**src/design/tldt_ram.sv**
```systemverilog
// ----------------------------------------------------------------------------
// tldt_ram
// Generic single-write, single-read memory with a registered read port.
// ----------------------------------------------------------------------------
module tldt_ram #(
  parameter int WIDTH = 8,
  parameter int DEPTH = 16,
  localparam int AW = (DEPTH > 1) ? $clog2(DEPTH) : 1
) (
  input  logic             clk,
  input  logic             we,
  input  logic [AW-1:0]    waddr,
  input  logic [WIDTH-1:0] wdata,
  input  logic [AW-1:0]    raddr,
  output logic [WIDTH-1:0] rdata
);

  logic [WIDTH-1:0] mem_r [DEPTH];
  logic [WIDTH-1:0] rdata_r;

  // Write, then register the read word
  always_ff @(posedge clk) begin
    if (we) begin
      mem_r[waddr] <= wdata;
    end
    rdata_r <= mem_r[raddr];
  end

  assign rdata = rdata_r;

endmodule

```
**config.mk**
```make
export PLATFORM = sky130hd
export DESIGN_NAME = tldt_ram
export DESIGN_NICKNAME = d
export VERILOG_FILES = /design/src/design/tldt_ram.sv
export SDC_FILE = /design/constraint.sdc
export NUM_CORES = 1
export LEC_CHECK = 0
export BUFFER_PORTS_ARGS = -buffer_cell sky130_fd_sc_hd__clkbuf_2
export CORE_MARGIN = 2
export CORE_UTILIZATION = 54
export DETAILED_ROUTE_END_ITERATION = 10
export GPL_ROUTABILITY_DRIVEN = 1
export PLACE_DENSITY = 0.78
export SYNTH_ARGS = -nofsm -noshare
export SYNTH_HDL_FRONTEND = slang
export SYNTH_SLANG_ARGS = --single-unit
```
**constraint.sdc**
```tcl
create_clock -name clk -period 1.8 [get_ports clk]
set_input_delay 0.18 -clock clk [delete_from_list [all_inputs] [get_ports clk]]
set_output_delay 0.18 -clock clk [all_outputs]
set_load 0.02 [all_outputs]
```
* Word level (Yosys, flattened, before mapping)
Memory sizes are Yosys's and may differ from the RTL's. A register that Yosys moved wholly into a read port is not among the register bits.
Cells that the tools add are included.
** Operators by class
- Multiplexer cells :: 2
** Operators with widths (number)
- two-way mux 1 bit :: 2
** Word-level totals
- Bits of input ports :: 18
- Output and inout port bits :: 8
- Logic and storage cells :: 3
- Memory bits (writable) :: 128
- Register bits :: 0
- Memories :: 1
** Memory list
- mem_r :: depth 16, bits a word 8, rd ports 1, clocked after memory_dff 1, write ports 1, line 18 : logic [WIDTH-1:0] mem_r [DEPTH];

* Logic depth before layout (Yosys ltp)
Gate-level depths: netlist of the first run.
- Word-level depth :: 2
- Gate-level depth with buffers :: 5
- Mapped depth without buffers :: 3

* Worst setup path before layout of the first run
No wires, ideal clock.
- Path kind :: in2reg
- Start :: input port waddr[2]
- End :: memory mem_r[0][0], enable pin
- Slack :: 0.127 ns
- Arrival time :: 1.290 ns
- Required time :: 1.417 ns
- Path buffers :: 0
- Setup time :: 0.383 ns
- Stages on the path :: 2
- Cells stage by stage :: or3b_2 > nor3_1
** RTL lines
- from (decl) :: line 12 : input logic [AW-1:0] waddr,
- to (decl) :: line 18
No word-level cell before the write port.

==> flow_summary_export.csv, run 1 <==
group,metric,value,unit
cells_and_area,syn_to_final_growth,20.54,%
setup_path,crit_type,"reg2reg",
cells_and_area,fin_nets,304,
logic_synthesis,synth.ff_latch_count,136,
pwr,power_switching,1.427,mW
clocking,root_buffer,"clkbuf_8",
place,globalplace.congestion,0.7682,
setup_path,end_kind,"register",
pwr,power_density,1234,mW/mm²
cells_and_area,drive_above_1_share,31.77,%
cells_and_area,antennaDiodeCount,0,
sta,slew_headroom,73.53,%
setup_path,cp_num_buf_inv,0,
pwr,p_leak,2.145,nW
floorplanning,start_util,55.71,%
pwr,p_sw_share,18.64,%
routing,drc,0,
status,status,"complete, no violations",
clocking,cts_setup_buffers,0,
place,io_buffers,25,
sta,finalSetupTns,0,ns
setup_path,cp_slowest_stage_delay,0.48,ns
logic_synthesis,yosysSeqAreaShare,77.78,%
sta,fin_crit_sh,77.91,%
clocking,clkSlewWorstSetupHoldPaths,0.06,ns
job,cap_violations,0,
routing,vias_per_cell,5.811,
floorplanning,io-pin-count,26,
cells_and_area,fin_util,67.15,%
logic_synthesis,avgSynthCellArea,22.48,µm²
routing,ant_nets,0,
sta,setup_violations,0,
logic_synthesis,yosys.cell_types.count,19,
sta,slew_violations,0,
sta,tightest_slew,0.3970,ns
clocking,cts_resized,0,
global_route,grt_max_degree,33,
setup_path,crit_chain,"mux4_2 > a22oi_1 > nand2_1",
place,placed_area,0.005558,mm²
sta,rsz0062_at_grt,"false",
setup_path,slowest_stage,"mux4_2",
global_route,antenna_found_initial,0,
floorplanning,die_h,101.6,µm
routing,wl_per_cell,23.88,µm
setup_path,cp.depth,3,
floorplanning,core_area,0.009240,mm²
global_route,grt_pass1_wl,15500,µm
clocking,cts_tree,"built",
logic_synthesis,synth_cells,229,
pwr,power.share.combinational,4.7,%
clocking,cts_buffer_depth,2,
cells_and_area,fillers,578,
pwr,p_int,6.230,mW
place,dpl_worst_slack,0.1614,ns
setup_path,worstPathArrival,1.79,ns
routing,wl,10220,µm
setup_path,cp_top_family,"multiplexers",
floorplanning,dieArea,0.01033,mm²
clocking,cts.hold.buffers_added,0,
place,dpl.hpwl,6126,µm
sta,max_freq,713.1,MHz
sta,fin_worst_skew,0.004170,ns
pwr,seqPwrFrac,46.6,%
cells_and_area,stdcell_count,428,
sta,holdWs,0.1014,ns
global_route,grt_pass1_vias,2578,
clocking,cts.sinks,136,
setup_path,start_kind,"register",
clocking,htreeDepth,4,
clocking,clk_latency,0.51,ns
sta,min_period,1.402,ns
pwr,finalPower,7.657,mW
clocking,numCtsBuffers,17,
hold_path,hold_class,"in2reg",
floorplanning,die_width,101.6,µm
sta,hold_violations,0,
setup_path,required,2.19,ns
global_route,grt_use_total,22.09,%
logic_synthesis,syn_nets,247,
logic_synthesis,syn_area,0.005147,mm²
place,dpl.cell_count,396,
hold_path,whs_path_depth,1,
logic_synthesis,synth-warning-count,0,
setup_path,cp_max_fo,1,
setup_path,reg2reg_depth,3,
routing,drt_iter0_markers,192,
global_route,overflow,0,
routing,first_pass_iters,4,
floorplanning,rows,35,
pwr,pwr-share-clk,48.7,%
cells_and_area,final_area,0.006205,mm²
pwr,irDropWorstVdd,0.0007705,V
sta,setup_ws,0.3976,ns
routing,vias,2487,
-- synth_stat cells (all sizes together) --
master / instances / area, µm²
nor2: 13 / 48.80
clkdlybuf4s25: 3 / 30.03
buf: 7 / 56.30
and2: 1 / 6.260
nor2b: 1 / 6.260
a22oi: 16 / 120.1
mux4: 32 / 773.2
nand2: 9 / 33.78
dfxtp: 8 / 160.2
edfxtp: 128 / 3844
and2b: 1 / 7.510
nand2b: 2 / 12.51
nand3b: 2 / 15.01
or3b: 1 / 8.760
nor3: 4 / 20.02
nand3: 1 / 5.000
-- logic make-up (layout without fill, tap and decap cells) --
family,Yosys count,after routing,share of synthesized area [%]
muxes,32,32,15.02
and+or+nand+nor,35,35,3.184
DFF,136,136,77.78
AOI/OAI and AO/OA,16,16,2.334
buffers and inverters,10,80,1.677
-- cell usage in the layout (no fill, tap or decap), types with 4 or more instances in the layout --
cell / instances
a22oi_1: 16
buf_4: 20
bufinv_16: 5
clkbuf_1: 4
clkbuf_16: 16
clkbuf_2: 25
clkbuf_8: 5
dfxtp_1: 8
edfxtp_1: 128
mux4_1: 14
mux4_2: 18
nand2_1: 9
nor2_1: 13
nor3_1: 4
-- state kept, by name, summed over array words and instances, names as in the netlist --
signal  count
mem_r     128
rdata       8
-- power by group through the flow --
stage | combinational, mW | clock (mW) | sequential (mW)
2_1_floorplan | 0.180 | 0 | 3.65
3_3_place_gp | 0.349 | 0 | 3.62
3_5_place_dp | 0.360 | 0 | 3.63
4_1_cts | 0.366 | 3.76 | 3.57
5_1_grt | 0.391 | 3.90 | 3.57
6_report | 0.364 | 3.73 | 3.56
-- area by class of cell --
| cell class | count | area, µm² | share of cell area [%] |
|---|---|---|---|
| multi-input cells | 83 | 1057 | 17.04 |
| well taps | 129 | 161.4 | 2.601 |
| clock inverters | 7 | 162.7 | 2.621 |
| clock buffers | 25 | 484.2 | 7.804 |
| repair buffers | 48 | 335.3 | 5.404 |
| flip-flops and latches | 136 | 4004 | 64.53 |
-- layer usage --
layer  wire (µm)  share of wire [%]  vias to the layer above  global-route usage [%]
li1            -                  -                     1088                       -
met2        5091                 50                      113                   35.02
met4         172                1.7                        0                   8.316
met5           0                  0                        -                       0
met1        4096                 40                     1273                   29.72
met3         860                8.4                       13                   6.073
-- worst register-to-register path, stage by stage (launching register included) --
cell and delay (ns):
edfxtp_1 0.35, mux4_2 0.48, a22oi_1 0.33, nand2_1 0.11
-- final timing paths --
kind / to / from / slack, ns
worst max-delay path: rdata[6] / mem_r[3][6] / 0.40
worst min-delay path: mem_r[4][2] / wdata[2] / 0.10
worst max register to register: rdata[6] / mem_r[3][6] / 0.40
worst min register to register: rdata[3] / mem_r[15][3] / 0.66
No activity file was read; power rests on OpenSTA's default activity.
==> run 2: changes to the inputs <==
--- a/config.mk
+++ b/config.mk
@@ -5,12 +5,13 @@
 export SDC_FILE = /design/constraint.sdc
 export NUM_CORES = 1
 export LEC_CHECK = 0
+export ABC_AREA = 1
 export BUFFER_PORTS_ARGS = -buffer_cell sky130_fd_sc_hd__clkbuf_2
 export CORE_MARGIN = 2
-export CORE_UTILIZATION = 54
+export CORE_UTILIZATION = 55
 export DETAILED_ROUTE_END_ITERATION = 10
 export GPL_ROUTABILITY_DRIVEN = 1
-export PLACE_DENSITY = 0.78
+export PLACE_DENSITY = 0.79
 export SYNTH_ARGS = -nofsm -noshare
 export SYNTH_HDL_FRONTEND = slang
 export SYNTH_SLANG_ARGS = --single-unit
==> constraint.sdc (replaced) <==
create_clock -name clk -period 1.15 [get_ports clk]
set_input_delay 0.115 -clock clk [delete_from_list [all_inputs] [get_ports clk]]
set_output_delay 0.115 -clock clk [all_outputs]
set_load 0.02 [all_outputs]
==> flow_summary_export.csv, run 2 <==
group,metric,value,unit
status,status,"complete, no violations",
global_route,grt_pass1_vias,3972,
setup_path,worstPathArrival,1.01,ns
logic_synthesis,syn_nets,569,
pwr,irDropWorstVdd,0.0009581,V
sta,holdWs,0.04191,ns
clocking,cts.hold.buffers_added,0,
pwr,power_density,1776,mW/mm²
setup_path,required,1.03,ns
clocking,cts_buffer_depth,2,
routing,vias_per_cell,5.377,
setup_path,cp_top_family,"flip-flops",
place,io_buffers,25,
clocking,root_buffer,"clkbuf_8",
cells_and_area,drive_above_1_share,14.54,%
setup_path,crit_type,"reg2out",
cells_and_area,fin_nets,617,
sta,max_freq,891.2,MHz
logic_synthesis,syn_area,0.005767,mm²
setup_path,reg2reg_depth,6,
pwr,finalPower,12.17,mW
logic_synthesis,yosysMostFrequentCell,"nand2_1",
setup_path,reg2reg_to,"rdata[5]",
logic_synthesis,ys_top_cells_by_area,"edfxtp_1 (67%), nand2_1 (11%), nand3_1 (8.4%)",
routing,vias,4022,
global_route,overflow,0,
cells_and_area,fillers,729,
logic_synthesis,synth_ff_type,"edfxtp_1",
global_route,grt_use_total,25.30,%
logic_synthesis,yosys.cell_types.count,12,
setup_path,reg2reg_slack,0.13,ns
cells_and_area,stdcell_count,748,
sta,setup_violations,0,
sta,finalSetupTns,0,ns
logic_synthesis,yosysTopAreaCellShare,66.65,%
place,dpl.hpwl,8057,µm
cells_and_area,final_common_cell,"nand2_1",
sta,rsz0062_at_grt,"false",
setup_path,start_kind,"register",
sta,slew_headroom,69.75,%
global_route,grt_max_degree,37,
clocking,cts.sinks,136,
cells_and_area,ff_latch_area,0.004010,mm²
logic_synthesis,avgSynthCellArea,10.47,µm²
sta,fin_crit_sh,97.58,%
place,dpl.cell_count,716,
cells_and_area,multi_input_area,0.001214,mm²
floorplanning,rows,37,
routing,wl,13290,µm
job,cap_violations,0,
logic_synthesis,synth_cells,551,
sta,slew_violations,0,
logic_synthesis,synthTopCellsByCount,"nand2_1 (173), edfxtp_1 (128), inv_1 (100)",
sta,setup_ws,0.02787,ns
cells_and_area,antennaDiodeCount,0,
hold_path,hold_start,"raddr[2]",
place,dpl_worst_slack,-0.04203,ns
routing,drt_iter0_markers,421,
floorplanning,io-pin-count,26,
setup_path,cp_max_fo,1,
logic_synthesis,ys_async_sr_fraction,0,%
setup_path,end_kind,"primary output",
sta,fin_worst_skew,0.009725,ns
floorplanning,dieArea,0.01132,mm²
hold_path,hold-path-endpoint,"rdata[6]",
routing,wl_per_cell,17.76,µm
routing,first_pass_iters,5,
cells_and_area,layout.cells.most_common_list,"nand2_1 (173), edfxtp_1 (128), inv_1 (100), nand3_1 (97), buf_4 (25)",
setup_path,reg2reg_from,"mem_r[9][5]",
hold_path,hold_class,"in2reg",
global_route,antenna_found_initial,0,
setup_path,slowest_stage,"dfxtp_2",
clocking,cts_setup_buffers,0,
routing,ant_nets,0,
place,globalplace.congestion,0.8649,
logic_synthesis,synth_top_area_cell,"edfxtp_1",
sta,min_period,1.122,ns
setup_path,crit_chain,"clkbuf_8",
floorplanning,die_h,106.4,µm
clocking,htreeDepth,4,
logic_synthesis,synth-warning-count,0,
logic_synthesis,synth-edff-count,128,
setup_path,cp_num_buf_inv,1,
pwr,p_leak,3.004,nW
setup_path,cp_slowest_stage_delay,0.35,ns
cells_and_area,syn_to_final_growth,18.83,%
logic_synthesis,yosysSeqAreaShare,69.43,%
global_route,grt_pass1_wl,20830,µm
clocking,clk_latency,0.52,ns
floorplanning,start_util,56.37,%
floorplanning,core_area,0.01023,mm²
floorplanning,die_width,106.4,µm
logic_synthesis,synth.ff_latch_count,136,
sta,hold_violations,0,
clocking,cts_tree,"built",
routing,drc,0,
clocking,numCtsBuffers,17,
cells_and_area,largest_reg_flops,128,
hold_path,whs_path_depth,4,
sta,tightest_slew,0.4538,ns
cells_and_area,top_register,"mem_r",
clocking,clkSlewWorstSetupHoldPaths,0.06,ns
run 2: cells by family (layout without fill, tap and decap cells):
kind of cell           Yosys count  after routing  share of synthesized area, %
buffers and inverters          126            187                         9.525
DFF                            136            136                         69.43
and+or+nand+nor                289            289                         21.05
run 2: how the worst max path moves through the flow:
stage,start,cells after the start,end
floorplan,waddr[3],2,mem_r[4][0]
global placement,raddr[0],8,rdata[3]
detailed placement,raddr[0],8,rdata[7]
CTS,rdata[5],1,rdata[5]
global route,rdata[4],1,rdata[4]
finish,rdata[4],1,rdata[4]
run 2: metrics by stage:
step                      utilization (%)  cell area, µm²
after floorplan                         -            5767
after global placement              60.29            6168
after detailed placement            60.29            6168
after CTS                           66.91            6845
after global routing                66.98            6853
final                               66.98            6853
run 2: what timing repair did:
item / 4_1_cts / 5_1_grt
setup endpoints to repair: 5 / 5
gates resized for setup: 12 / 7
pin swaps: 0 / 0
run 2: power breakdown:
| part | internal, mW | switching [mW] |
|---|---|---|
| clock network | 3.80 | 2.00 |
| registers | 5.55 | 0.0473 |
| logic | 0.262 | 0.517 |
run 2: layout make-up:
| class | count | area share, % |
|---|---|---|
| clock buffer | 20 | 6.354 |
| clock inverter | 12 | 2.921 |
| inverter | 102 | 5.587 |
| multi-input combinational | 289 | 17.71 |
| sequential | 136 | 58.52 |
| tap | 136 | 2.483 |
| timing repair buffer | 53 | 6.427 |
run 2: layer usage:
layer	track usage, %	share of wire [%]	vias to the layer above	wire length (µm)
li1	-	-	1872	-
met5	0	0	-	0
met2	41.03	49	195	6545
met4	10.90	3.6	0	474
met1	32.16	40	1908	5274
met3	6.867	7.5	47	992
==> run 3: changes to the inputs <==
==> constraint.sdc (replaced) <==
create_clock -name clk -period 1.15 [get_ports clk]
set_input_delay 0.0575 -clock clk [delete_from_list [all_inputs] [get_ports clk]]
set_output_delay 0.0575 -clock clk [all_outputs]
set_load 0.02 [all_outputs]
==> flow_summary_export.csv, run 3 (same netlist as run 2, synthesis figures left out) <==
group,metric,value,unit
global_route,grt_pass1_wl,20340,µm
floorplanning,rows,37,
routing,drt_iter0_markers,329,
job,cap_violations,0,
status,status,"complete, no violations",
setup_path,crit_chain,"buf_2",
cells_and_area,antennaDiodeCount,0,
clocking,root_buffer,"clkbuf_8",
pwr,p_leak,3.001,nW
floorplanning,die_width,106.4,µm
setup_path,reg2reg_slack,0.13,ns
setup_path,slowest_stage,"dfxtp_1",
cells_and_area,syn_to_final_growth,18.27,%
setup_path,worstPathArrival,1.04,ns
clocking,cts_setup_buffers,0,
floorplanning,core_area,0.01023,mm²
setup_path,reg2reg_to,"rdata[2]",
setup_path,reg2reg_from,"mem_r[1][2]",
place,placed_area,0.006161,mm²
cells_and_area,final_area,0.006820,mm²
global_route,grt_pass1_vias,3814,
setup_path,end_kind,"primary output",
cells_and_area,drive_above_1_share,13.24,%
place,dpl.hpwl,7955,µm
routing,wl,13080,µm
sta,setup_violations,0,
cells_and_area,top_register,"mem_r",
setup_path,cp.depth,1,
clocking,htreeDepth,4,
setup_path,reg2reg_depth,6,
global_route,grt_use_total,24.70,%
routing,vias_per_cell,5.277,
setup_path,cp_top_family,"flip-flops",
sta,min_period,1.099,ns
hold_path,hold_class,"in2reg",
floorplanning,start_util,56.37,%
setup_path,cp_slowest_stage_delay,0.35,ns
cells_and_area,largest_reg_flops,128,
pwr,irDropWorstVdd,0.001070,V
floorplanning,io-pin-count,26,
cells_and_area,layout.cells.most_common_list,"nand2_1 (173), edfxtp_1 (128), inv_1 (100), nand3_1 (97), buf_4 (24)",
routing,ant_nets,0,
clocking,cts_buffer_depth,2,
cells_and_area,fin_util,66.66,%
sta,fin_crit_sh,95.57,%
routing,drc,0,
routing,first_pass_iters,5,
hold_path,whs_path_depth,1,
cells_and_area,fin_nets,617,
cells_and_area,final_common_cell,"nand2_1",
clocking,clkSlewWorstSetupHoldPaths,0.06,ns
setup_path,cp_num_buf_inv,1,
setup_path,required,1.09,ns
clocking,cts_tree,"built",
sta,fin_worst_skew,0.005253,ns
sta,max_freq,909.9,MHz
setup_path,start_kind,"register",
routing,wl_per_cell,17.48,µm
setup_path,crit_type,"reg2out",
place,globalplace.congestion,0.8585,
clocking,numCtsBuffers,17,
global_route,overflow,0,
global_route,grt_max_degree,37,
clocking,clk_latency,0.51,ns
floorplanning,die_h,106.4,µm
sta,finalSetupTns,0,ns
clocking,cts.sinks,136,
sta,hold_violations,0,
sta,tightest_slew,0.4468,ns
setup_path,cp-endpoint,"rdata[3]",
pwr,power_density,1794,mW/mm²
sta,slew_violations,0,
sta,slew_headroom,70.21,%
routing,vias,3947,
setup_path,crit_start,"rdata[3]",
setup_path,cp_max_fo,1,
floorplanning,dieArea,0.01132,mm²
place,io_buffers,25,
sta,rsz0062_at_grt,"false",
global_route,antenna_found_initial,0,
==> run 3: cell count changes in the layout (fill, tap and decap cells not counted), sizes merged <==
cell,previous run,this run
buf,32,30
clkinv,4,6
clkinvlp,2,0
bufinv,5,6
clkbuf,41,40
dlygate4sd3,0,1
inv,103,104
==> run 3: how the worst min path moves through the flow <==
stage	from	end
2_1_floorplan	wdata[0]	mem_r[0][0]
3_3_place_gp	rdata[6]	rdata[6]
3_5_place_dp	rdata[6]	rdata[6]
4_1_cts	wdata[2]	mem_r[7][2]
5_1_grt	wdata[2]	mem_r[6][2]
6_report	wdata[2]	mem_r[7][2]
==> run 3: where the power goes <==
part / internal, mW / switching, mW
combinational: 0.236 / 0.518
clock: 3.94 / 1.96
sequential: 5.54 / 0.0419
total: 9.72 / 2.52
==> run 3: through the flow <==
| step | hold WS (ns) | setup slack [ns] | instances | power [mW] |
|---|---|---|---|---|
| 2_1_floorplan | 0.1564 | 0.1417 | 551 | 6.102 |
| 3_3_place_gp | 0.4758 | 0.05908 | 715 | 6.393 |
| 3_5_place_dp | 0.4808 | 0.01570 | 715 | 6.420 |
| 4_1_cts | 0.01026 | 0.01312 | 748 | 12.27 |
| 5_1_grt | 0.02911 | 0.006293 | 748 | 12.59 |
| 6_report | 0.01928 | 0.05094 | 748 | 12.24 |
==> run 3: metal layers <==
layer | part of all wire, % | global-route usage [%] | vias to the layer above
met5 | 0 | 0 | -
met4 | 2.8 | 10.15 | 0
met3 | 8.1 | 6.009 | 25
met2 | 50 | 40.16 | 187
met1 | 39 | 32.03 | 1866
li1 | - | - | 1869
==> run 3: final cells by class <==
type | count | area [µm²]
Multi-Input combinational cell | 289 | 1214
Clock inverter | 14 | 226.5
Timing Repair Buffer | 53 | 405.4
Tap cell | 136 | 170.2
Clock buffer | 18 | 417.9
Sequential cell | 136 | 4004
Fill cell | 734 | 3411
Inverter | 102 | 382.9
==> run 3: what timing repair did <==
action / in CTS / in global routing
resized for setup: 0 / 5
endpoints found under the setup margin: 0 / 3
hold buffers: 1 / 0
hold endpoints to repair: 1 / 0
