`src/design/tldt_pkg.sv`:
```
// ----------------------------------------------------------------------------
// tldt_pkg
// Shared sizes, codes, types and the name normalizer for the two-level
// directory table.
// ----------------------------------------------------------------------------
package tldt_pkg;

  // Table sizes
  localparam int MAX_DIRS   = 16;
  localparam int MAX_FILES  = 16;
  localparam int NAME_BYTES = 14;

  // Name fields are fixed by the command format: 14 bytes in two 56-bit halves
  localparam int HALF_W   = 56;
  localparam int NAME_W   = 2 * HALF_W;
  localparam int RAW_BYTES = NAME_W / 8;

  // Derived widths
  localparam int DIDX_W  = (MAX_DIRS > 1) ? $clog2(MAX_DIRS) : 1;
  localparam int FIDX_W  = (MAX_FILES > 1) ? $clog2(MAX_FILES) : 1;
  localparam int CNT_W   = $clog2(MAX_DIRS + 1);
  localparam int FCNT_W  = $clog2(MAX_FILES + 1);
  localparam int SCAN_W  = (CNT_W > FCNT_W) ? CNT_W : FCNT_W;
  localparam int FDEPTH  = MAX_DIRS * MAX_FILES;
  localparam int FADDR_W = $clog2(FDEPTH);

  // Result field widths
  localparam int STATUS_W = 3;
  localparam int FDIR_W   = 4;

  // Command codes
  localparam logic [1:0] CMD_MKDIR  = 2'd0;
  localparam logic [1:0] CMD_MKFILE = 2'd1;
  localparam logic [1:0] CMD_RMFILE = 2'd2;
  localparam logic [1:0] CMD_SEARCH = 2'd3;

  // Status codes
  localparam logic [STATUS_W-1:0] ST_CREATED     = 3'd0;
  localparam logic [STATUS_W-1:0] ST_EXISTS      = 3'd1;
  localparam logic [STATUS_W-1:0] ST_DIR_INVALID = 3'd2;
  localparam logic [STATUS_W-1:0] ST_DIR_EMPTY   = 3'd3;
  localparam logic [STATUS_W-1:0] ST_NOT_FOUND   = 3'd4;
  localparam logic [STATUS_W-1:0] ST_DELETED     = 3'd5;
  localparam logic [STATUS_W-1:0] ST_FOUND       = 3'd6;
  localparam logic [STATUS_W-1:0] ST_FULL        = 3'd7;

  // Sequencer states
  typedef enum logic [2:0] {
    S_IDLE,
    S_DSCAN,
    S_SDIR,
    S_FSCAN,
    S_MVRD,
    S_MVWR,
    S_RESP
  } state_t;

  // Directory name memory request
  typedef struct packed {
    logic              we;
    logic [DIDX_W-1:0] waddr;
    logic [NAME_W-1:0] wdata;
    logic [DIDX_W-1:0] raddr;
  } dir_port_t;

  // File name memory request
  typedef struct packed {
    logic               we;
    logic [FADDR_W-1:0] waddr;
    logic [NAME_W-1:0]  wdata;
    logic [FADDR_W-1:0] raddr;
  } file_port_t;

  // Zero every byte after the first zero byte and past NAME_BYTES
  function automatic logic [NAME_W-1:0] norm_name(input logic [HALF_W-1:0] hi,
                                                  input logic [HALF_W-1:0] lo);
    logic [NAME_W-1:0] raw;
    logic [NAME_W-1:0] res;
    logic [7:0]        b;
    logic              ended;
    raw   = {hi, lo};
    res   = '0;
    ended = 1'b0;
    for (int j = 0; j < RAW_BYTES; j++) begin
      b = raw[NAME_W-1-8*j -: 8];
      if (j >= NAME_BYTES || ended) begin
        b = 8'd0;
      end else if (b == 8'd0) begin
        ended = 1'b1;
      end
      res[NAME_W-1-8*j -: 8] = b;
    end
    return res;
  endfunction

endpackage

```
`src/design/tldt_if.sv`:
```
// ----------------------------------------------------------------------------
// tldt_if
// Command and result channels of the directory table: valid/ready plus word.
// ----------------------------------------------------------------------------
interface tldt_in_if;
  logic        valid;
  logic        ready;
  logic [1:0]  command;
  logic [55:0] dir_name_high;
  logic [55:0] dir_name_low;
  logic [55:0] file_name_high;
  logic [55:0] file_name_low;

  modport source (
    output valid, command, dir_name_high, dir_name_low, file_name_high, file_name_low,
    input  ready
  );
  modport sink (
    input  valid, command, dir_name_high, dir_name_low, file_name_high, file_name_low,
    output ready
  );
endinterface

interface tldt_out_if;
  logic       valid;
  logic       ready;
  logic [2:0] status;
  logic [3:0] found_dir;

  modport source (
    output valid, status, found_dir,
    input  ready
  );
  modport sink (
    input  valid, status, found_dir,
    output ready
  );
endinterface

```
`src/design/tldt_ctrl.sv`:
```
// ----------------------------------------------------------------------------
// tldt_ctrl
// Command sequencer: scans the directory and file name memories, decides the
// status, updates counts and names, and holds the result word.
// ----------------------------------------------------------------------------
module tldt_ctrl (
  input  logic                                clk,
  input  logic                                rst_n,
  tldt_in_if.sink                             in_chan,
  tldt_out_if.source                          out_chan,
  output tldt_pkg::dir_port_t                 dir_port,
  input  logic [tldt_pkg::NAME_W-1:0]         dir_rdata,
  output tldt_pkg::file_port_t                file_port,
  input  logic [tldt_pkg::NAME_W-1:0]         file_rdata
);
  import tldt_pkg::*;

  state_t                state_r, state_nxt;
  logic [1:0]            cmd_r, cmd_nxt;
  logic [NAME_W-1:0]     dname_r, dname_nxt;
  logic [NAME_W-1:0]     fname_r, fname_nxt;
  logic [CNT_W-1:0]      dir_count_r, dir_count_nxt;
  logic [FCNT_W-1:0]     fcnt_r [MAX_DIRS];
  logic [FCNT_W-1:0]     fcnt_nxt [MAX_DIRS];
  logic [SCAN_W-1:0]     scan_r, scan_nxt;
  logic [SCAN_W-1:0]     pidx_r, pidx_nxt;
  logic                  pend_r, pend_nxt;
  logic [CNT_W-1:0]      di_r, di_nxt;
  logic [FIDX_W-1:0]     fi_r, fi_nxt;
  logic [STATUS_W-1:0]   res_status_r, res_status_nxt;
  logic                  out_valid_r, out_valid_nxt;
  logic [STATUS_W-1:0]   status_r, status_nxt;
  logic [FDIR_W-1:0]     found_dir_r, found_dir_nxt;

  logic                  in_acc;
  logic                  out_load;
  logic [DIDX_W-1:0]     di_idx;
  logic [DIDX_W-1:0]     pdi_idx;
  logic [FCNT_W-1:0]     cnt_cur;
  logic [FCNT_W-1:0]     cnt_pidx;
  logic [FADDR_W-1:0]    fbase;
  logic                  dir_full;
  logic                  file_full;
  logic                  d_more, d_hit, d_miss;
  logic                  f_more, f_hit, f_miss;
  logic                  mkdir_wr;
  logic                  mkfile_wr;

  // Shared decode
  assign in_acc    = in_chan.valid && in_chan.ready;
  assign out_load  = (state_r == S_RESP) && (!out_valid_r || out_chan.ready);
  assign di_idx    = di_r[DIDX_W-1:0];
  assign pdi_idx   = pidx_r[DIDX_W-1:0];
  assign cnt_cur   = fcnt_r[di_idx];
  assign cnt_pidx  = fcnt_r[pdi_idx];
  assign fbase     = FADDR_W'(FADDR_W'(di_idx) * FADDR_W'(MAX_FILES));
  assign dir_full  = dir_count_r >= CNT_W'(MAX_DIRS);
  assign file_full = cnt_cur >= FCNT_W'(MAX_FILES);

  // Directory scan: one read issued per cycle, compared in the cycle after it is issued
  assign d_more = scan_r < SCAN_W'(dir_count_r);
  assign d_hit  = pend_r && (dir_rdata == dname_r);
  assign d_miss = !pend_r && !d_more;

  // File scan within directory di_r
  assign f_more = scan_r < SCAN_W'(cnt_cur);
  assign f_hit  = pend_r && (file_rdata == fname_r);
  assign f_miss = !pend_r && !f_more;

  assign mkdir_wr  = (state_r == S_DSCAN) && (cmd_r == CMD_MKDIR) && d_miss && !dir_full;
  assign mkfile_wr = (state_r == S_FSCAN) && (cmd_r == CMD_MKFILE) && f_miss && !file_full;

  // Next state
  always_comb begin
    state_nxt = state_r;
    case (state_r)
      S_IDLE: begin
        if (in_acc) begin
          state_nxt = (in_chan.command == CMD_SEARCH) ? S_SDIR : S_DSCAN;
        end
      end
      S_DSCAN: begin
        if (d_hit) begin
          if (cmd_r == CMD_MKDIR) begin
            state_nxt = S_RESP;
          end else if (cmd_r == CMD_RMFILE && cnt_pidx == '0) begin
            state_nxt = S_RESP;
          end else begin
            state_nxt = S_FSCAN;
          end
        end else if (d_miss) begin
          state_nxt = S_RESP;
        end
      end
      S_SDIR: begin
        state_nxt = (di_r >= dir_count_r) ? S_RESP : S_FSCAN;
      end
      S_FSCAN: begin
        if (f_hit) begin
          state_nxt = (cmd_r == CMD_RMFILE) ? S_MVRD : S_RESP;
        end else if (f_miss) begin
          state_nxt = (cmd_r == CMD_SEARCH) ? S_SDIR : S_RESP;
        end
      end
      S_MVRD: state_nxt = S_MVWR;
      S_MVWR: state_nxt = S_RESP;
      S_RESP: begin
        if (out_load) begin
          state_nxt = S_IDLE;
        end
      end
      default: state_nxt = S_IDLE;
    endcase
  end

  // Datapath and bookkeeping updates
  always_comb begin
    cmd_nxt        = cmd_r;
    dname_nxt      = dname_r;
    fname_nxt      = fname_r;
    dir_count_nxt  = dir_count_r;
    fcnt_nxt       = fcnt_r;
    scan_nxt       = scan_r;
    pidx_nxt       = pidx_r;
    pend_nxt       = 1'b0;
    di_nxt         = di_r;
    fi_nxt         = fi_r;
    res_status_nxt = res_status_r;
    out_valid_nxt  = out_valid_r && !out_chan.ready;
    status_nxt     = status_r;
    found_dir_nxt  = found_dir_r;
    case (state_r)
      S_IDLE: begin
        if (in_acc) begin
          cmd_nxt   = in_chan.command;
          dname_nxt = norm_name(in_chan.dir_name_high, in_chan.dir_name_low);
          fname_nxt = norm_name(in_chan.file_name_high, in_chan.file_name_low);
          scan_nxt  = '0;
          di_nxt    = '0;
        end
      end
      S_DSCAN: begin
        if (d_hit) begin
          di_nxt   = CNT_W'(pidx_r);
          scan_nxt = '0;
          if (cmd_r == CMD_MKDIR) begin
            res_status_nxt = ST_EXISTS;
          end else if (cmd_r == CMD_RMFILE && cnt_pidx == '0) begin
            res_status_nxt = ST_DIR_EMPTY;
          end
        end else if (d_miss) begin
          if (cmd_r != CMD_MKDIR) begin
            res_status_nxt = ST_DIR_INVALID;
          end else if (dir_full) begin
            res_status_nxt = ST_FULL;
          end else begin
            fcnt_nxt[dir_count_r[DIDX_W-1:0]] = '0;
            dir_count_nxt  = dir_count_r + 1'b1;
            res_status_nxt = ST_CREATED;
          end
        end else begin
          // issue the next directory read
          pend_nxt = d_more;
          pidx_nxt = scan_r;
          scan_nxt = d_more ? scan_r + 1'b1 : scan_r;
        end
      end
      S_SDIR: begin
        scan_nxt = '0;
        if (di_r >= dir_count_r) begin
          res_status_nxt = ST_NOT_FOUND;
        end
      end
      S_FSCAN: begin
        if (f_hit) begin
          fi_nxt = pidx_r[FIDX_W-1:0];
          if (cmd_r == CMD_MKFILE) begin
            res_status_nxt = ST_EXISTS;
          end else if (cmd_r == CMD_SEARCH) begin
            res_status_nxt = ST_FOUND;
          end
        end else if (f_miss) begin
          if (cmd_r == CMD_SEARCH) begin
            di_nxt = di_r + 1'b1;
          end else if (cmd_r == CMD_RMFILE) begin
            res_status_nxt = ST_NOT_FOUND;
          end else if (file_full) begin
            res_status_nxt = ST_FULL;
          end else begin
            fcnt_nxt[di_idx] = cnt_cur + 1'b1;
            res_status_nxt   = ST_CREATED;
          end
        end else begin
          // issue the next file read
          pend_nxt = f_more;
          pidx_nxt = scan_r;
          scan_nxt = f_more ? scan_r + 1'b1 : scan_r;
        end
      end
      S_MVRD: begin
      end
      S_MVWR: begin
        fcnt_nxt[di_idx] = cnt_cur - 1'b1;
        res_status_nxt   = ST_DELETED;
      end
      S_RESP: begin
        if (out_load) begin
          out_valid_nxt = 1'b1;
          status_nxt    = res_status_r;
          found_dir_nxt = (res_status_r == ST_FOUND) ? FDIR_W'(di_r) : '0;
        end
      end
      default: begin
      end
    endcase
  end

  // Memory requests and handshake outputs
  always_comb begin
    in_chan.ready   = (state_r == S_IDLE);
    dir_port.we     = mkdir_wr;
    dir_port.waddr  = dir_count_r[DIDX_W-1:0];
    dir_port.wdata  = dname_r;
    dir_port.raddr  = scan_r[DIDX_W-1:0];
    file_port.we    = mkfile_wr || (state_r == S_MVWR);
    file_port.waddr = (state_r == S_MVWR) ? fbase + FADDR_W'(fi_r)
                                          : fbase + FADDR_W'(cnt_cur);
    file_port.wdata = (state_r == S_MVWR) ? file_rdata : fname_r;
    file_port.raddr = (state_r == S_MVRD) ? fbase + FADDR_W'(cnt_cur - 1'b1)
                                          : fbase + FADDR_W'(scan_r);
  end

  assign out_chan.valid     = out_valid_r;
  assign out_chan.status    = status_r;
  assign out_chan.found_dir = found_dir_r;

  // Control registers
  always_ff @(posedge clk) begin
    if (!rst_n) begin
      state_r     <= S_IDLE;
      dir_count_r <= '0;
      pend_r      <= 1'b0;
      out_valid_r <= 1'b0;
      for (int i = 0; i < MAX_DIRS; i++) begin
        fcnt_r[i] <= '0;
      end
    end else begin
      state_r     <= state_nxt;
      dir_count_r <= dir_count_nxt;
      pend_r      <= pend_nxt;
      out_valid_r <= out_valid_nxt;
      fcnt_r      <= fcnt_nxt;
    end
  end

  // Payload registers
  always_ff @(posedge clk) begin
    cmd_r        <= cmd_nxt;
    dname_r      <= dname_nxt;
    fname_r      <= fname_nxt;
    scan_r       <= scan_nxt;
    pidx_r       <= pidx_nxt;
    di_r         <= di_nxt;
    fi_r         <= fi_nxt;
    res_status_r <= res_status_nxt;
    status_r     <= status_nxt;
    found_dir_r  <= found_dir_nxt;
  end

`ifndef SYNTHESIS
  a_dir_count_bound: assert property (@(posedge clk) disable iff (!rst_n)
    dir_count_r <= CNT_W'(MAX_DIRS))
    else $error("directory count past table size");

  a_dir_write_ok: assert property (@(posedge clk) disable iff (!rst_n)
    dir_port.we |-> (cmd_r == CMD_MKDIR) && (dir_count_r < CNT_W'(MAX_DIRS)))
    else $error("directory write without room or outside mkdir");

  a_file_append_ok: assert property (@(posedge clk) disable iff (!rst_n)
    (file_port.we && state_r == S_FSCAN) |-> cnt_cur < FCNT_W'(MAX_FILES))
    else $error("file append into a full directory");

  a_found_only_search: assert property (@(posedge clk) disable iff (!rst_n)
    (state_r == S_RESP && res_status_r == ST_FOUND) |-> cmd_r == CMD_SEARCH)
    else $error("found status outside search");

  a_accept_busy: assert property (@(posedge clk) disable iff (!rst_n)
    in_acc |=> state_r != S_IDLE)
    else $error("sequencer idle after accepting a word");
`endif

endmodule

```
`src/flat_wrapper.sv`:
```
// flat-port wrapper written by rule: the top's interface ports become plain ports
module tldt_ctrl_flat import tldt_pkg::*;
  (clk, rst_n, dir_port, dir_rdata, file_port, file_rdata, in_chan_valid, in_chan_command, in_chan_dir_name_high, in_chan_dir_name_low, in_chan_file_name_high, in_chan_file_name_low, in_chan_ready, out_chan_valid, out_chan_status, out_chan_found_dir, out_chan_ready);
  tldt_in_if in_chan_i ();
  tldt_out_if out_chan_i ();
  input  logic clk;
  input  logic rst_n;
  output tldt_pkg::dir_port_t dir_port;
  input  logic [tldt_pkg::NAME_W-1:0] dir_rdata;
  output tldt_pkg::file_port_t file_port;
  input  logic [tldt_pkg::NAME_W-1:0] file_rdata;
  input wire logic [$bits(in_chan_i.valid)-1:0] in_chan_valid;
  input wire logic [$bits(in_chan_i.command)-1:0] in_chan_command;
  input wire logic [$bits(in_chan_i.dir_name_high)-1:0] in_chan_dir_name_high;
  input wire logic [$bits(in_chan_i.dir_name_low)-1:0] in_chan_dir_name_low;
  input wire logic [$bits(in_chan_i.file_name_high)-1:0] in_chan_file_name_high;
  input wire logic [$bits(in_chan_i.file_name_low)-1:0] in_chan_file_name_low;
  output wire logic [$bits(in_chan_i.ready)-1:0] in_chan_ready;
  output wire logic [$bits(out_chan_i.valid)-1:0] out_chan_valid;
  output wire logic [$bits(out_chan_i.status)-1:0] out_chan_status;
  output wire logic [$bits(out_chan_i.found_dir)-1:0] out_chan_found_dir;
  input wire logic [$bits(out_chan_i.ready)-1:0] out_chan_ready;
  assign in_chan_i.valid = in_chan_valid;
  assign in_chan_i.command = in_chan_command;
  assign in_chan_i.dir_name_high = in_chan_dir_name_high;
  assign in_chan_i.dir_name_low = in_chan_dir_name_low;
  assign in_chan_i.file_name_high = in_chan_file_name_high;
  assign in_chan_i.file_name_low = in_chan_file_name_low;
  assign in_chan_ready = in_chan_i.ready;
  assign out_chan_valid = out_chan_i.valid;
  assign out_chan_status = out_chan_i.status;
  assign out_chan_found_dir = out_chan_i.found_dir;
  assign out_chan_i.ready = out_chan_ready;
  tldt_ctrl u_core (.clk(clk), .rst_n(rst_n), .in_chan(in_chan_i), .out_chan(out_chan_i), .dir_port(dir_port), .dir_rdata(dir_rdata), .file_port(file_port), .file_rdata(file_rdata));
endmodule
```
`config.mk`:
```
export PLATFORM = sky130hd
export DESIGN_NAME = tldt_ctrl_flat
export DESIGN_NICKNAME = d
export VERILOG_FILES = /design/src/design/tldt_pkg.sv /design/src/design/tldt_if.sv /design/src/design/tldt_ctrl.sv /design/src/flat_wrapper.sv
export SDC_FILE = /design/constraint.sdc
export NUM_CORES = 1
export LEC_CHECK = 0
export BUFFER_PORTS_ARGS = -buffer_cell sky130_fd_sc_hd__buf_2
export CAP_MARGIN = 20
export CORE_MARGIN = 8
export CORE_UTILIZATION = 31
export CTS_BUF_LIST = sky130_fd_sc_hd__clkbuf_4 sky130_fd_sc_hd__clkbuf_8
export CTS_CLUSTER_SIZE = 30
export DETAILED_ROUTE_END_ITERATION = 7
export GPL_TIMING_DRIVEN = 0
export MAX_ROUTING_LAYER = met4
export SYNTH_ARGS = -nofsm -noshare
export SYNTH_HDL_FRONTEND = slang
export SYNTH_SLANG_ARGS = --single-unit
```
`constraint.sdc`:
```
create_clock -name clk -period 9 [get_ports clk]
set_input_delay 1.35 -clock clk [delete_from_list [all_inputs] [get_ports clk]]
set_output_delay 1.35 -clock clk [all_outputs]
set_load 0.1 [all_outputs]
```
### After elaboration in Yosys (flattened, before gate mapping)

Index checks and enable logic that the tools add are counted.

* word-level logic and storage cells: 371
* flip-flop bits (word level): 345

* equality and inequality tests: 37
* reductions and logical operators: 70
* order comparisons: 10
* multiplexer cells: 180
* bitwise logic cells: 8
* $add $sub $neg: 10

Operators by type and width (number)
* $mux W80: 9
* $pmux W80 S3: 1
* $eq A112 B112 Y1: 2
* $logic_not A8 Y1: 26
* $bwmux W80: 2
* $mux W112: 1
* $mux W1: 108
* $mux W5: 21
* $and A80 B80 Y80: 1
* $not A80 Y80: 1
* $mux W3: 24
* $bmux W5 S4: 2
* $demux W5 S4: 2
* $ge A5 B5 Y1 const B: 5
* $ne A2 B2 Y1 const B: 11
* $pmux W3 S7: 1
* $add A5 B1 Y5 const B: 4
* $pmux W5 S4: 1
* $add A8 B5 Y8: 2
* $logic_and A1 B1 Y1: 16
* $mux W8: 2
* $not A4 Y5: 3
* $pmux W5 S3: 1
* $reduce_and A7 Y1: 2
* 34 further kinds: 67

### Depth between registers and ports, before layout

* depth in word-level cells: 40
* gate-level depth with buffers: 18
* mapped depth without buffers: 13

### Least setup slack after synthesis

OpenSTA, ideal clock, no wires.

* path kind: register to register
* from: register u_core.state_r[0]
* to: register u_core.cmd_r[0], enable pin
* stages on the path, launching flop included: 5
* buffers on the path: 2
* data arrival time: 8163 ps
* slack: 227 ps
* library setup time: 610 ps
* period minus slack after synthesis: 8773 ps
* required time: 8390 ps
* cells stage by stage: dfxtp_1 > clkbuf_1 > buf_1 > nor3_1 > and2_1

* longest elaborated chain between the ends: 3

Ends and longest elaborated chain
* start, declared: line tldt_ctrl.sv:18 `state_t state_r, state_nxt;`
* start signal, assigned: line tldt_ctrl.sv:248 `state_r <= state_nxt;`
* $logic_not A3 Y1 (*): line tldt_ctrl.sv:220 `in_chan.ready = (state_r == S_IDLE);`
* net in_chan_ready: line flat_wrapper.sv:18 `output wire logic [$bits(in_chan_i.ready)-1:0] in_chan_ready;`
* $logic_and A1 B1 Y1: line tldt_ctrl.sv:50 `assign in_acc = in_chan.valid && in_chan.ready;`
* $reduce_and A2 Y1 (no source line) (*)
* end signal, assigned: line tldt_ctrl.sv:258 `cmd_r <= cmd_nxt;`
* end, declared: line tldt_ctrl.sv:19 `logic [1:0] cmd_r, cmd_nxt;`

Mark *: on every way through the listed nets, which the timed path passes. The rest lies on a longest branch.
A chain may end at the register's enable or synchronous reset.

==> run metrics <==
status=complete, no violations; pin count of the biggest net entering global routing=67; Slowest Stage Delay on Critical Path=0.71 ns; number of global-route vias before repair=21,260; final hold violation count=0; CTS tree=built; Cell Area, Placed=25,680 um2; Starting Density=31.23%; H-tree Lvls=3; area of the core=66,920 um2; Worst Path Buf+Inv=5; max_cap viols=0; synthesis-to-finish area growth=29.58%; Clock Latency Late Sink=0.66 ns; DRT Pass-1 Iters=5; CTS Sinks=between 300 and 400; dpl cells=about 3,900; Post-Synth Simple-Gate Area=just under 30%; crit-path leading delay family=buffers and inverters; post-DP HPWL=101.6 mm; Synth area leaders=edfxtp_1, dfxtp_1, nand2_1; Routability Congestion=1.066; IO Count=713; Chip Width=275.6 um; CTS Buffer Depth=3; die area=75,970 um2; Post-synth EDFFs=roughly 260; final non-filler cell total=3,996; top cell type by total area after synthesis=edfxtp_1; Iter 0 DRT Violations=approximately 3,200; first-pass GRT wire length=165.0 mm; wire length per cell=about 31 um; IR drop worst, VDD=0.4444 mV; Row Count=95; register area share after synthesis=45.27%; cell with the most instances after synthesis=nand2_1; Worst-path clk slew=around 0.07 ns; crit path DAT=~5.6 ns; complex-gate fraction of the synthesized area=11.10%; fin crit period=6.984 ns; Chip Height=275.6 um; Sequential Area=9459 um2; multi-input logic area=approximately 11,000 um2; P_leak=11.13 nW; synth warn=0; FFs w/ async S/R, synth=0%; total power=10.17 mW; Setup Fix Bufs, Post-CTS=0; Hold-fix buffers, CTS=0; worst min-delay path category=reg2reg; CTS buffer count=66; fillers=approximately 7,000; Crit path top cell by count=xnor2_1; Placement Setup Slack=around 2.8 ns; Gate Count Post-Synth=about 2,300; Worst setup SP type=register; total track usage=31.89%; final setup TNS=0 ns; slack of the critical path=roughly 2 ns; Post-route DRC=0; Post-CTS Resized=0; WS Path Type=reg2out; prevailing post-synth register cell=edfxtp_1; initial antenna violation count=21; area share of the largest cell type after synthesis=36.64%; final slew viol count=0; endpoints failing setup=0; unrepaired setup endpoints after global routing=false; synthesized-area fraction occupied by adder cells=1.832%; Synth Area in XOR/XNOR=6.706%; port bufs=711; Final period util=77.61%; Slew HR=21.83%; Tightest Pin Transition=1.162 ns; #FFs+latches synth=345; layout cell share with drive strength beyond 1=29.21%; Yosys cell types=83; crit-path max FO=10; Mapped Nets=about 2,800; skew final=between 0.03 and 0.04 ns; Crit-path slowest cell=edfxtp_1; Worst Path Required=approximately 7.7 ns; Mapped Area=20,900 um2; grt ovf=0; Pwr Density=375.5 nW/um2; Post-DRT Antenna Nets=0; cell area after layout=27,080 um2; CP Capture Type=primary output; Avg Vias per Cell=5.661; routed vias=22,620; synthesized area per cell=~9.2 um2; top post-synthesis cells by count=nand2_1, edfxtp_1, and2_1; largest family of logic cells by synthesized area=simple AND/OR/NAND/NOR gates; Max Clock Freq=143.2 MHz; mux contribution to synthesized area=2.341%; Routed WL=123.9 mm; critical path cell sequence=buf_2 -> buf_4 -> buf_4 -> mux4_2 -> a22oi_1 -> nand2_1 -> inv_1 -> ha_1 -> o211ai_1 -> xnor2_1 -> mux2_2 -> ha_1 -> a21o_1 -> a21oi_1 -> xnor2_1 -> xnor2_1 -> buf_2; Nets=between 3,000 and 4,000; Root Driver=clkbuf_8
[metrics by stage]
| stage | utilization, % | hold slack, ns |
|---|---|---|
| after floorplan | - | 0.4180 |
| after global placement | 38.18 | 0.4496 |
| after detailed placement | 38.38 | 0.4431 |
| after CTS | 40.39 | 0.4783 |
| after global routing | 40.44 | 0.4797 |
| final | 40.46 | 0.4725 |
[cells by family (layout without fill, tap and decap cells)]
logic type      count (synthesis)  after routing
flops                         345            345
xor+xnor                      160            160
simple gates                 1182           1182
buf+inv                       166           1008
fa+ha+maj                      30             30
other cells                     0             15
compound gates                356            356
mux                            27             27
[final timing paths]
path                                             start  slack [ns]  cells past startpoint                   endpoint
worst min-delay path            u_core.res_status_r[0]        0.47                      0  u_core.out_chan.status[0]
worst max register to register          u_core.di_r[1]        3.23                     16          u_core.fcnt_r[54]
worst min register to register  u_core.res_status_r[0]        0.47                      0  u_core.out_chan.status[0]
worst max-delay path                    u_core.di_r[1]        2.02                     17               file_port[7]
[report_power, final]
part | internal, mW | switching, mW
combinational | 1.04 | 4.71
sequential | 2.22 | 0.529
clock | 0.891 | 0.776
total | 4.15 | 6.01
[final cells by class]
cell class,count,area share (%)
inverters,56,0.7763
well taps,873,4.034
clock buffers,96,4.279
flip-flops and latches,345,34.93
diodes,15,0.1386
multi-input cells,1755,39.56
repair buffers,720,13.65
clock inverters,26,0.6839
plain buffers,110,1.936
[per-layer routing]
metal / wire [um] / vias to the layer above / track usage [%]
met2: 54190 / 1627 / 47.22
li1: - / 9744 / -
met5: 0 / - / -
met1: 50470 / 10980 / 42.39
met3: 14670 / 273 / 8.730
met4: 4576 / 0 / 9.295
[state kept, by name (all words and copies together) (netlist names), 4 cells and up]
register,flops
u_core.fcnt_r,80
u_core.fi_r,4
u_core.dir_count_r,5
u_core.scan_r,5
u_core.out_chan.found_dir,4
u_core.pidx_r,5
u_core.fname_r,112
u_core.dname_r,112
u_core.di_r,5
[cell usage in the layout (no fill, tap or decap), types with 11 or more instances in the layout]
| cell | netlist | final |
|---|---|---|
| and2_1 | 169 | 168 |
| diode_2 | 0 | 15 |
| clkinv_1 | 0 | 12 |
| mux4_2 | 16 | 16 |
| or4_1 | 11 | 11 |
| a2111oi_0 | 28 | 27 |
| clkbuf_8 | 0 | 70 |
| o21ai_0 | 104 | 104 |
| dfxtp_1 | 90 | 90 |
| nor2_1 | 103 | 103 |
| clkbuf_1 | 77 | 77 |
| nor3_1 | 20 | 20 |
| nand2b_1 | 49 | 49 |
| and3_1 | 74 | 74 |
| a21oi_1 | 51 | 51 |
| nand2_1 | 444 | 444 |
| inv_1 | 55 | 55 |
| nand3_1 | 43 | 43 |
| buf_2 | 13 | 726 |
| ha_1 | 29 | 29 |
| xnor2_1 | 74 | 74 |
| buf_4 | 11 | 12 |
| edfxtp_1 | 255 | 255 |
| nor4_1 | 90 | 89 |
| clkbuf_4 | 0 | 27 |
| a31oi_1 | 36 | 36 |
| nor2b_1 | 84 | 84 |
| xor2_1 | 86 | 86 |
| nor2_4 | 11 | 11 |
| a22oi_1 | 33 | 33 |
| nand4_1 | 43 | 43 |
| o21ai_1 | 22 | 22 |
Note: power is estimated with default switching activity, not from simulation.
